===== config.mk =====
export PLATFORM = sky130hd
export DESIGN_NAME = sorted_list_insert
export DESIGN_NICKNAME = d
export VERILOG_FILES = /design/src/rtl/slist_pkg.sv /design/src/rtl/slist_mem.sv /design/src/rtl/slist_ctrl.sv /design/src/rtl/sorted_list_insert.sv
export SDC_FILE = /design/constraint.sdc
export NUM_CORES = 1
export LEC_CHECK = 0
export ABC_AREA = 1
export BUFFER_PORTS_ARGS = -buffer_cell sky130_fd_sc_hd__buf_2
export CAP_MARGIN = 25
export CORE_MARGIN = 3
export CORE_UTILIZATION = 53
export CTS_CLUSTER_DIAMETER = 80
export DETAILED_ROUTE_END_ITERATION = 12
export GPL_ROUTABILITY_DRIVEN = 0
export PLACE_DENSITY = 0.7
export RECOVER_POWER = 100
export SYNTH_ARGS = -nofsm -noshare
export SYNTH_HDL_FRONTEND = slang
export SYNTH_SLANG_ARGS = --single-unit

===== constraint.sdc =====
create_clock -name clk -period 13.14 [get_ports clk]
set_input_delay 1.314 -clock clk [delete_from_list [all_inputs] [get_ports clk]]
set_output_delay 1.314 -clock clk [all_outputs]
set_load 0.05 [all_outputs]

===== src/rtl/slist_pkg.sv =====
// Shared command codes and control types for the sorted list insert block.
package slist_pkg;

    typedef logic cmd_t;

    localparam cmd_t CMD_INSERT = 1'b0;
    localparam cmd_t CMD_CLEAR  = 1'b1;

    // Flags that travel with one result from the sequencer to the output stage.
    typedef struct packed {
        logic valid;
        logic last;
        logic dropped;
    } res_flags_t;

endpackage


===== src/rtl/slist_mem.sv =====
// Single-port-write, single-port-read value store with a registered read.
module slist_mem #(
    parameter int DEPTH = 16,
    parameter int WIDTH = 32
) (
    input  logic                     clk,
    input  logic                     we,
    input  logic [$clog2(DEPTH)-1:0] waddr,
    input  logic [WIDTH-1:0]         wdata,
    input  logic                     re,
    input  logic [$clog2(DEPTH)-1:0] raddr,
    output logic [WIDTH-1:0]         rdata
);

    logic [WIDTH-1:0] mem [DEPTH];

    always_ff @(posedge clk)
    begin
        if (we)
        begin
            mem[waddr] <= wdata;
        end
    end

    always_ff @(posedge clk)
    begin
        if (re)
        begin
            rdata <= mem[raddr];
        end
    end

endmodule


===== src/rtl/slist_ctrl.sv =====
// Sequencer that walks the store once per insert, shifting entries and streaming results.
module slist_ctrl #(
    parameter int DEPTH       = 16,
    parameter int VALUE_WIDTH = 32
) (
    input  logic                          clk,
    input  logic                          rst_n,
    input  logic                          in_valid,
    output logic                          in_stall,
    input  slist_pkg::cmd_t               cmd,
    input  logic signed [VALUE_WIDTH-1:0] key,
    output logic                          mem_we,
    output logic [$clog2(DEPTH)-1:0]      mem_waddr,
    output logic [VALUE_WIDTH-1:0]        mem_wdata,
    output logic                          mem_re,
    output logic [$clog2(DEPTH)-1:0]      mem_raddr,
    input  logic [VALUE_WIDTH-1:0]        mem_rdata,
    input  logic                          res_take,
    output slist_pkg::res_flags_t         res_flags,
    output logic [VALUE_WIDTH-1:0]        res_value
);
    import slist_pkg::*;

    localparam int AW = $clog2(DEPTH);
    localparam int CW = $clog2(DEPTH + 1);

    localparam logic ST_IDLE = 1'b0;
    localparam logic ST_PROC = 1'b1;

    logic                   state_reg, state_next;
    logic [AW-1:0]          idx_reg, idx_next;
    logic [CW-1:0]          count_reg, count_next;
    logic                   full_reg, full_next;
    logic                   inserted_reg, inserted_next;
    logic [VALUE_WIDTH-1:0] key_reg;
    logic [VALUE_WIDTH-1:0] carry_reg;

    logic                   accept;
    logic                   step;
    logic                   at_end;
    logic                   place;
    logic [AW-1:0]          last_idx;
    logic [VALUE_WIDTH-1:0] new_val;

    assign in_stall = (state_reg != ST_IDLE);
    assign accept   = in_valid && !in_stall;
    assign step     = (state_reg == ST_PROC) && res_take;
    assign last_idx = full_reg ? AW'(DEPTH - 1) : count_reg[AW-1:0];
    assign at_end   = (idx_reg == last_idx);

    // The key lands at the first entry not below it, or just past the old end.
    assign place = !full_reg && !inserted_reg &&
                   ((CW'(idx_reg) == count_reg) ||
                    ($signed(mem_rdata) >= $signed(key_reg)));

    // Once the key is placed, every later slot takes the entry that stood before it.
    assign new_val = place ? key_reg : (inserted_reg ? carry_reg : mem_rdata);

    assign mem_we    = step && !full_reg;
    assign mem_waddr = idx_reg;
    assign mem_wdata = new_val;
    assign mem_raddr = (state_reg == ST_PROC) ? AW'(idx_reg + AW'(1)) : '0;

    assign res_flags.valid   = (state_reg == ST_PROC);
    assign res_flags.last    = at_end;
    assign res_flags.dropped = full_reg;
    assign res_value         = new_val;

    always_comb
    begin
        state_next    = state_reg;
        idx_next      = idx_reg;
        count_next    = count_reg;
        full_next     = full_reg;
        inserted_next = inserted_reg;
        mem_re        = 1'b0;
        unique case (state_reg)
            ST_IDLE:
            begin
                if (accept)
                begin
                    if (cmd == CMD_CLEAR)
                    begin
                        count_next = '0;
                    end
                    else
                    begin
                        full_next     = (count_reg == CW'(DEPTH));
                        idx_next      = '0;
                        inserted_next = 1'b0;
                        mem_re        = 1'b1;
                        state_next    = ST_PROC;
                    end
                end
            end
            ST_PROC:
            begin
                if (step)
                begin
                    inserted_next = inserted_reg || place;
                    if (at_end)
                    begin
                        state_next = ST_IDLE;
                        if (!full_reg)
                        begin
                            count_next = count_reg + CW'(1);
                        end
                    end
                    else
                    begin
                        idx_next = idx_reg + AW'(1);
                        mem_re   = 1'b1;
                    end
                end
            end
            default:
            begin
                state_next = ST_IDLE;
            end
        endcase
    end

    always_ff @(posedge clk or negedge rst_n)
    begin
        if (!rst_n)
        begin
            state_reg    <= ST_IDLE;
            idx_reg      <= '0;
            count_reg    <= '0;
            full_reg     <= 1'b0;
            inserted_reg <= 1'b0;
        end
        else
        begin
            state_reg    <= state_next;
            idx_reg      <= idx_next;
            count_reg    <= count_next;
            full_reg     <= full_next;
            inserted_reg <= inserted_next;
        end
    end

    always_ff @(posedge clk)
    begin
        if (accept)
        begin
            key_reg <= key;
        end
        if (step)
        begin
            carry_reg <= mem_rdata;
        end
    end

    a_count_bound: assert property (@(posedge clk) disable iff (!rst_n)
        count_reg <= CW'(DEPTH))
        else $error("entry count exceeds the store depth");

    a_idx_bound: assert property (@(posedge clk) disable iff (!rst_n)
        (state_reg == ST_PROC) |-> (idx_reg <= last_idx))
        else $error("walk index ran past the end of the list");

    a_no_write_full: assert property (@(posedge clk) disable iff (!rst_n)
        mem_we |-> ((state_reg == ST_PROC) && !full_reg))
        else $error("store written outside an insert walk or while full");

    a_clear_empties: assert property (@(posedge clk) disable iff (!rst_n)
        (accept && (cmd == CMD_CLEAR)) |=> (count_reg == '0))
        else $error("clear transaction did not empty the list");

    a_insert_grows: assert property (@(posedge clk) disable iff (!rst_n)
        (step && at_end && !full_reg) |=> (count_reg == $past(count_reg) + CW'(1)))
        else $error("completed insert did not grow the list by one");

endmodule


===== src/rtl/sorted_list_insert.sv =====
// Sorted list insert: top level with value store, sequencer and output register.
//
//  Channel  Direction  Handshake            Payload
//  in       input      in_valid, in_stall   cmd, key
//  out      output     out_valid, out_stall value, is_last, dropped
//
// An insert into a list of n entries walks n + 1 slots (a full list: DEPTH), one entry per
// cycle while the output is not stalled, through the single read port of the store; no new
// transaction is taken until the walk has ended. A clear is taken while idle and empties the list.
// Reset empties the list; the store contents are not cleared.
// A stall on the output freezes the walk; results wait in the output register.
module sorted_list_insert #(
    parameter int DEPTH       = 16,
    parameter int VALUE_WIDTH = 32
) (
    input  logic                          clk,
    input  logic                          rst_n,
    input  logic                          in_valid,
    output logic                          in_stall,
    input  slist_pkg::cmd_t               cmd,
    input  logic signed [VALUE_WIDTH-1:0] key,
    output logic                          out_valid,
    input  logic                          out_stall,
    output logic signed [VALUE_WIDTH-1:0] value,
    output logic                          is_last,
    output logic                          dropped
);
    import slist_pkg::*;

    localparam int AW = $clog2(DEPTH);

    logic                   mem_we;
    logic [AW-1:0]          mem_waddr;
    logic [VALUE_WIDTH-1:0] mem_wdata;
    logic                   mem_re;
    logic [AW-1:0]          mem_raddr;
    logic [VALUE_WIDTH-1:0] mem_rdata;

    logic                   res_take;
    res_flags_t             res_flags;
    logic [VALUE_WIDTH-1:0] res_value;

    logic                   out_valid_reg;
    logic [VALUE_WIDTH-1:0] value_reg;
    logic                   is_last_reg;
    logic                   dropped_reg;

    slist_mem #(
        .DEPTH (DEPTH),
        .WIDTH (VALUE_WIDTH)
    ) u_mem (
        .clk   (clk),
        .we    (mem_we),
        .waddr (mem_waddr),
        .wdata (mem_wdata),
        .re    (mem_re),
        .raddr (mem_raddr),
        .rdata (mem_rdata)
    );

    slist_ctrl #(
        .DEPTH       (DEPTH),
        .VALUE_WIDTH (VALUE_WIDTH)
    ) u_ctrl (
        .clk       (clk),
        .rst_n     (rst_n),
        .in_valid  (in_valid),
        .in_stall  (in_stall),
        .cmd       (cmd),
        .key       (key),
        .mem_we    (mem_we),
        .mem_waddr (mem_waddr),
        .mem_wdata (mem_wdata),
        .mem_re    (mem_re),
        .mem_raddr (mem_raddr),
        .mem_rdata (mem_rdata),
        .res_take  (res_take),
        .res_flags (res_flags),
        .res_value (res_value)
    );

    // The output register takes a new result whenever it is empty or being drained.
    assign res_take = !out_valid_reg || !out_stall;

    always_ff @(posedge clk or negedge rst_n)
    begin
        if (!rst_n)
        begin
            out_valid_reg <= 1'b0;
        end
        else if (res_take)
        begin
            out_valid_reg <= res_flags.valid;
        end
    end

    always_ff @(posedge clk)
    begin
        if (res_take && res_flags.valid)
        begin
            value_reg   <= res_value;
            is_last_reg <= res_flags.last;
            dropped_reg <= res_flags.dropped;
        end
    end

    assign out_valid = out_valid_reg;
    assign value     = $signed(value_reg);
    assign is_last   = is_last_reg;
    assign dropped   = dropped_reg;

endmodule


==> run summary, run 1 <==
CTS clk-pin slew, worst paths = 60 ps
post-synthesis mux area share = 0%
P_sw = 3.30 mW
Synth cell types = 34
NumNets Final = 2,151
Worst setup SP type = flop
Starting DRT DRC Count = 2,724
setup bufs post-CTS = 0
1st-pass router iterations = 5
VDD IR max = 0.131 mV
CP Class = flop to flop
post-synthesis compound-gate area fraction = 15.3%
setup_tns = 0 ps
fin area = 29,400 sq um
final setup violation count = 0
main combinational cell family by area after synthesis = compound AO/OA/AOI/OAI gates
via count = 17,800
area of the multi-input gates = 6110 sq um
violated checks = max-capacitance violations, max-slew violations
row count = 81
Cell Pwr Density = 271 nW/um^2
CTS tree = yes
worst-case hold path end point = u_ctrl.carry_reg[11]$_DFFE_PP_
Placed Area = 27,800 sq um
Layout Utilization = 59.6%
f_max = 118 MHz
synthesized instance count = 2,047
Top delay family on crit path = buffers and inverters
pre-CTS setup slack = 8160 ps
first-pass GRT wire length = 105,000 microns
register area share after synthesis = 73.6%
Hold Buf Count CTS = 0
worst skew pair latency = 600 ps
Core Box Area = 49,300 sq um
CP max-delay cell = clkbuf_1
Worst Skew = 22.9 ps
Cell Int Power = 4.66 mW
share of power burned in combinational logic = 38.8%
Hold Startpoint = u_mem.rdata[11]$_DFFE_PP_
Fillers = 3,786
largest net degree at the start of global routing = 97
worst reg2reg path endpoint = value[30]$_DFFE_PP_
placed wire-length estimate = 40,400 microns
Avg Cell Area, Syn = 13.0 sq um
shortest period the worst path allows = 8470 ps
Yosys warning total = 0
max reg flops = 512
Worst slew margin = -193%
Synth Cell Area = 26,600 sq um
post_cts resized = 0
DRC viols = 0
top post-synthesis cells by area = edfxtp_1 (72%), o21ai_0 (5.4%), a21oi_1 (5.1%)
CTS root buf = clkbuf_16
syn nets = 2,122
part of the cycle the worst path needs = 64.5%
Tot GR Track Use = 26.2%
CP max stage delay = 3110 ps
Worst EP required = 13,230 ps
critical-path cell list = clkbuf_1, inv_1, nor2_1, clkbuf_1
area of the die = 53,000 sq um
sequential power share = 38.7%
worst hold stages = 0
Initial Utilization = 54.0%
Die Span Y = 230 microns
simple-gate share of the synthesized area = 5.81%
XOR/XNOR Fraction of Synth Area = 0.0658%
Lkg Pwr = 9.84 nW
mean routed wirelength per cell = 25.0 microns
count of final hold-check violations = 0
r2r startpoint = u_ctrl.in_stall$_DFF_PN0_
crit-path most repeated cell = clkbuf_1
Final WS setup = 4670 ps
Max Slew Vio Count = 685
io pins = 73
worst hold path class = flop to flop
Yosys top cell area share = 72.4%
R2R cell count = 4
WP buf/inv = 3
Largest Register = u_mem.mem
reg2reg setup slack = 4670 ps
Slew @ Worst Pin = 4400 ps
vias in the first global route = 16,900
Antenna Cells = 0
layout cells sized above 1 = 7.19%
Clk pwr share = 22.5%
sw frac = 41.5%
grt ovf = 0
antenna-violating nets left = 0
CP Capture Type = flop
P&R area growth vs syn = 10.3%
Port-buffer cells = 72
result of the run = complete, but fails checks
Clock Path Buffers = 3
initial antenna violation count = 1
adder-cell area share of the yosys netlist = 1.79%
vias per inst = 6.37
DRT Wirelength = 69,700 microns
CP max FO = 68
max-cap viol count = 22
leading area contributor after synthesis = edfxtp_1
H-tree levels = 3
RSZ-0062 raised after global routing = false
Die W = 230 microns
#FFs+latches synth = 655
total CTS buffers = 68
Crit path arrival time = 8560 ps
Reg area = 19,600 sq um
CTS sink count = 655
## synthesized netlist by cell type, drive strengths merged
library cell and n:
a21o 2, a21oi 272, a31oi 1, buf 41, clkbuf 108, dfrtp 13, edfxtp 642, ha 38
inv 65, nand2 228, nand3 56, nand4 6, nor2 85, nor3 2, o211ai 2, o21a 2
o21ai 332, o221ai 30, o22ai 117, o31ai 1, or2 2, xor2 2
## worst max-delay path by stage
| stage | from | end | slack, ps | depth (start not counted) |
|---|---|---|---|---|
| after floorplan | out_stall | u_mem.rdata[0]$_DFFE_PP_ | 7220 | 5 |
| after global placement | u_ctrl.mem_waddr[0]$_DFFE_PN0P_ | u_mem.rdata[8]$_DFFE_PP_ | 8200 | 9 |
| after detailed placement | u_ctrl.mem_waddr[0]$_DFFE_PN0P_ | u_mem.rdata[8]$_DFFE_PP_ | 8160 | 9 |
| after CTS | u_ctrl.mem_waddr[0]$_DFFE_PN0P_ | u_mem.rdata[5]$_DFFE_PP_ | 8110 | 9 |
| after global routing | u_ctrl.in_stall$_DFF_PN0_ | value[6]$_DFFE_PP_ | 4050 | 4 |
| final | u_ctrl.in_stall$_DFF_PN0_ | value[30]$_DFFE_PP_ | 4670 | 4 |
## power groups by stage
stage          Combinational (mW)  Sequential [mW]  Clock (mW)
2_1_floorplan                1.91             3.15           0
3_3_place_gp                 2.98             3.11           0
3_5_place_dp                 3.05             3.11           0
4_1_cts                      3.08             3.07        1.81
5_1_grt                      3.35             3.10        1.90
6_report                     3.09             3.08        1.79
## kinds of logic (layout without fill, tap and decap cells)
group	Yosys count	after routing
buffers and inverters	214	294
adder cells (fa/ha/maj)	38	38
AND/OR/NAND/NOR	379	379
AO/OA/AOI/OAI	759	759
flip-flops	655	655
XOR/XNOR	2	2
## worst register-to-register path, delay by kind of cell, from the launching register on
family | cells | cell delay [ps]
buf+inv | 3 | 6230
flops | 1 | 1380
simple gates | 1 | 320
## layout by cell type (no fill, tap or decap), types with 2 or more instances in the layout
| cell | netlist | final |
|---|---|---|
| nor2_2 | 2 | 2 |
| nand4_1 | 6 | 6 |
| a21o_1 | 2 | 2 |
| nand3_1 | 55 | 55 |
| clkbuf_1 | 107 | 74 |
| inv_2 | 6 | 2 |
| or2_2 | 2 | 2 |
| buf_4 | 7 | 15 |
| buf_2 | 28 | 34 |
| o22ai_1 | 117 | 117 |
| o21ai_0 | 286 | 299 |
| o21ai_1 | 46 | 33 |
| nand2_4 | 1 | 2 |
| nand2_1 | 226 | 226 |
| edfxtp_1 | 642 | 642 |
| clkinv_2 | 0 | 15 |
| clkinv_1 | 0 | 14 |
| xor2_1 | 2 | 2 |
| nor3_1 | 1 | 2 |
| o211ai_1 | 2 | 2 |
| dfrtp_1 | 13 | 13 |
| inv_6 | 0 | 5 |
| a21oi_1 | 271 | 272 |
| nor2_1 | 83 | 83 |
| bufinv_16 | 0 | 2 |
| ha_1 | 38 | 38 |
| clkbuf_16 | 0 | 70 |
| clkinvlp_4 | 0 | 2 |
| o221ai_1 | 30 | 30 |
| inv_1 | 59 | 60 |
| o21a_1 | 2 | 2 |
## final cells by class
| type | instances | share of cell area, % |
|---|---|---|
| well taps | 664 | 2.83 |
| repair buffers | 108 | 1.72 |
| clock inverters | 36 | 0.840 |
| clock buffers | 85 | 6.16 |
| flip-flops and latches | 655 | 66.8 |
| inverters | 65 | 0.848 |
| multi-input cells | 1178 | 20.8 |
## metal layers
layer	GRT usage [%]	part of all wire, %	up-vias
met5	0	0	-
met4	7.44	2.0	0
met3	5.27	12	118
met2	39.4	45	1237
met1	39.3	40	8655
li1	-	-	7777
## stage by stage
| step | cells | power (mW) | hold WS (ps) |
|---|---|---|---|
| 2_1_floorplan | 2047 | 5.06 | 426 |
| 3_3_place_gp | 2654 | 6.09 | 469 |
| 3_5_place_dp | 2670 | 6.16 | 484 |
| 4_1_cts | 2791 | 7.96 | 497 |
| 5_1_grt | 2791 | 8.34 | 514 |
| 6_report | 2791 | 7.96 | 498 |
Note: power is estimated with default switching activity, not from simulation.
==> run 2: changes to the inputs <==
--- a/config.mk
+++ b/config.mk
@@ -13,7 +13,7 @@
 export CTS_CLUSTER_DIAMETER = 80
 export DETAILED_ROUTE_END_ITERATION = 12
 export GPL_ROUTABILITY_DRIVEN = 0
-export PLACE_DENSITY = 0.7
+export PLACE_DENSITY = 0.73
 export RECOVER_POWER = 100
 export SYNTH_ARGS = -nofsm -noshare
 export SYNTH_HDL_FRONTEND = slang
==> constraint.sdc (replaced) <==
create_clock -name clk -period 7.7 [get_ports clk]
set_input_delay 0.77 -clock clk [delete_from_list [all_inputs] [get_ports clk]]
set_output_delay 0.77 -clock clk [all_outputs]
set_load 0.05 [all_outputs]
==> run 2 against run 1 <==
The run still ends with max-capacitance violations, max-slew violations left. Critical path depth is 1 higher. First-iteration DRC count rose by 3.6%. Core utilization up 0.12 points. Power grew 65%. Setup slack lost 3100 ps. Clock skew is 1.9 ps higher. Combinational power up 59%. Sequential power rose by 70%. Worst hold slack got worse by 290 ps. Die area did not move. Largest cell class unchanged. Largest power group is now registers.
==> run summary, run 2 (synthesis gave the netlist of run 1 again) <==
result of the run = complete, but fails checks
violated checks = max-capacitance violations, max-slew violations
placed wire-length estimate = 37,000 microns (-8.4%)
part of the cycle the worst path needs = 79.0% (+15 points)
met2 wire length = 32,500 microns (+3.4%)
CP Capture Type = flop
Hold Buf Count CTS = 0 (unchanged)
Worst Skew = 24.8 ps (+1.89 ps)
Antenna Cells = 0 (unchanged)
Top Layer Used = met4
final setup violation count = 0 (unchanged)
CTS clk-pin slew, worst paths = 60 ps (about the same)
Die Span Y = 230 microns (unchanged)
via count = 17,900 (+0.91%)
Worst setup SP type = flop
count of final hold-check violations = 0 (unchanged)
row count = 81 (unchanged)
Core Box Area = 49,300 sq um (unchanged)
grt ovf = 0 (unchanged)
VDD IR max = 0.256 mV (+96%)
R2R cell count = 5 (+1)
Tot GR Track Use = 26.7% (+0.53 points)
CTS root buf = clkbuf_16
f_max = 164 MHz (+39%)
Worst slew margin = -85.0% (+110 points)
Port-buffer cells = 72 (unchanged)
antenna-violating nets left = 0 (unchanged)
Clock Path Buffers = 3 (unchanged)
Slew @ Worst Pin = 2780 ps (-1620 ps)
post_cts resized = 0 (unchanged)
worst skew pair latency = 610 ps (about the same)
CTS tree = yes
CP max FO = 54 (-21%)
P&R area growth vs syn = 10.5%
worst hold path class = input pin to asynchronous set/reset pin
CTS sink count = 655 (unchanged)
layout cells sized above 1 = 7.90% (+0.71 points)
commonest non-fill, non-tap cell in the layout = edfxtp_1
io pins = 73 (unchanged)
max-cap viol count = 17 (-23%)
Layout Utilization = 59.7% (+0.12 points)
commonest non-fill, non-tap cells in the layout = edfxtp_1 (642), o21ai_0 (301), a21oi_1 (272)
Lkg Pwr = 9.84 nW (about the same)
1st-pass router iterations = 6 (+1)
vias per inst = 6.43 (+0.91%)
largest net degree at the start of global routing = 130 (+34%)
RSZ-0062 raised after global routing = false
reg2reg setup slack = 1610 ps (-3060 ps)
H-tree levels = 3 (unchanged)
Worst EP required = 7840 ps (-5390 ps)
setup bufs post-CTS = 0 (unchanged)
CP Class = flop to flop
max reg flops = 512 (unchanged)
Cell Pwr Density = 446 nW/um^2 (+65%)
area of the die = 53,000 sq um (unchanged)
NumNets Final = 2,152 (+0.046%)
Largest Register = u_mem.mem
DRC viols = 0 (unchanged)
met3 WL = 8030 microns (-6.6%)
DRT Wirelength = 71,500 microns (+2.5%)
vias in the first global route = 17,400 (+2.8%)
Starting DRT DRC Count = 2,822 (+3.6%)
initial antenna violation count = 0 (-1)
Die W = 230 microns (unchanged)
shortest period the worst path allows = 6090 ps (-2380 ps)
total CTS buffers = 67 (-1.5%)
Crit path arrival time = 6230 ps (-2330 ps)
mean routed wirelength per cell = 25.6 microns (+2.5%)
Initial Utilization = 54.0% (unchanged)
Final Instance Count excl. Fillers = 2,791 (unchanged)
first-pass GRT wire length = 107,000 microns (+1.8%)
Max Slew Vio Count = 488 (-29%)
WL met1 = 28,200 microns (-0.15%)
setup_tns = 0 ps (unchanged)
dpl cells = 2,672 (+0.075%)
==> run 2: cell count changes in the layout (fill, tap and decap cells not counted), sizes merged <==
cell and delta:
inv +5, buf +4, clkbuf -7, bufinv -2
==> run 2: critical path: stages (launching register included) <==
cell,delay (ps)
dfrtp_1,1690
inv_1,590
nor2_1,870
a21oi_1,370
inv_1,120
clkbuf_1,1960
==> run 2: cell type report <==
| type | count | area, sq um |
|---|---|---|
| Sequential cell | 655 | 19600 |
| Clock inverter | 39 | 219 |
| Fill cell | 3712 | 19800 |
| Clock buffer | 80 | 1750 |
| Inverter | 65 | 249 |
| Tap cell | 664 | 831 |
| Timing Repair Buffer | 110 | 546 |
| Multi-Input combinational cell | 1178 | 6210 |
==> run 2: layer usage <==
metal | global-route usage (%) | vias up
li1 | - | 7779
met1 | 38.4 | 8770
met2 | 40.6 | 1209
met3 | 4.62 | 190
met4 | 11.7 | 0
met5 | 0 | -
==> run 2: per-stage QoR <==
| step | worst slack (ps) | hold slack, ps | power (mW) | cell area [sq um] |
|---|---|---|---|---|
| CTS | 3140 | 51.6 | 13.1 | 29600 |
| global route | 1410 | 249 | 13.8 | 29400 |
| finish | 1610 | 210 | 13.1 | 29400 |
| floorplan | 2320 | 426 | 8.63 | 26600 |
| global placement | 3270 | 473 | 10.0 | 27600 |
| detailed placement | 3170 | 477 | 10.2 | 27600 |
==> run 2: final timing paths <==
| path | startpoint | end |
|---|---|---|
| worst max-delay path | u_ctrl.in_stall$_DFF_PN0_ | u_mem.rdata[8]$_DFFE_PP_ |
| worst min-delay path | rst_n | out_valid$_DFFE_PN0N_ |
| worst max register to register | u_ctrl.in_stall$_DFF_PN0_ | u_mem.rdata[8]$_DFFE_PP_ |
| worst min register to register | u_mem.rdata[2]$_DFFE_PP_ | u_ctrl.carry_reg[2]$_DFFE_PP_ |
| max in group asynchronous | rst_n | u_ctrl.mem_waddr[0]$_DFFE_PN0P_ |
| min in group clk | key[6] | u_ctrl.key_reg[6]$_DFFE_PP_ |
==> run 2: where the power goes <==
part,total (mW),leakage [nW],internal (mW),switching (mW)
logic,4.92,2.89,1.26,3.66
clock network,2.96,0.966,1.63,1.33
registers,5.24,5.99,4.94,0.293
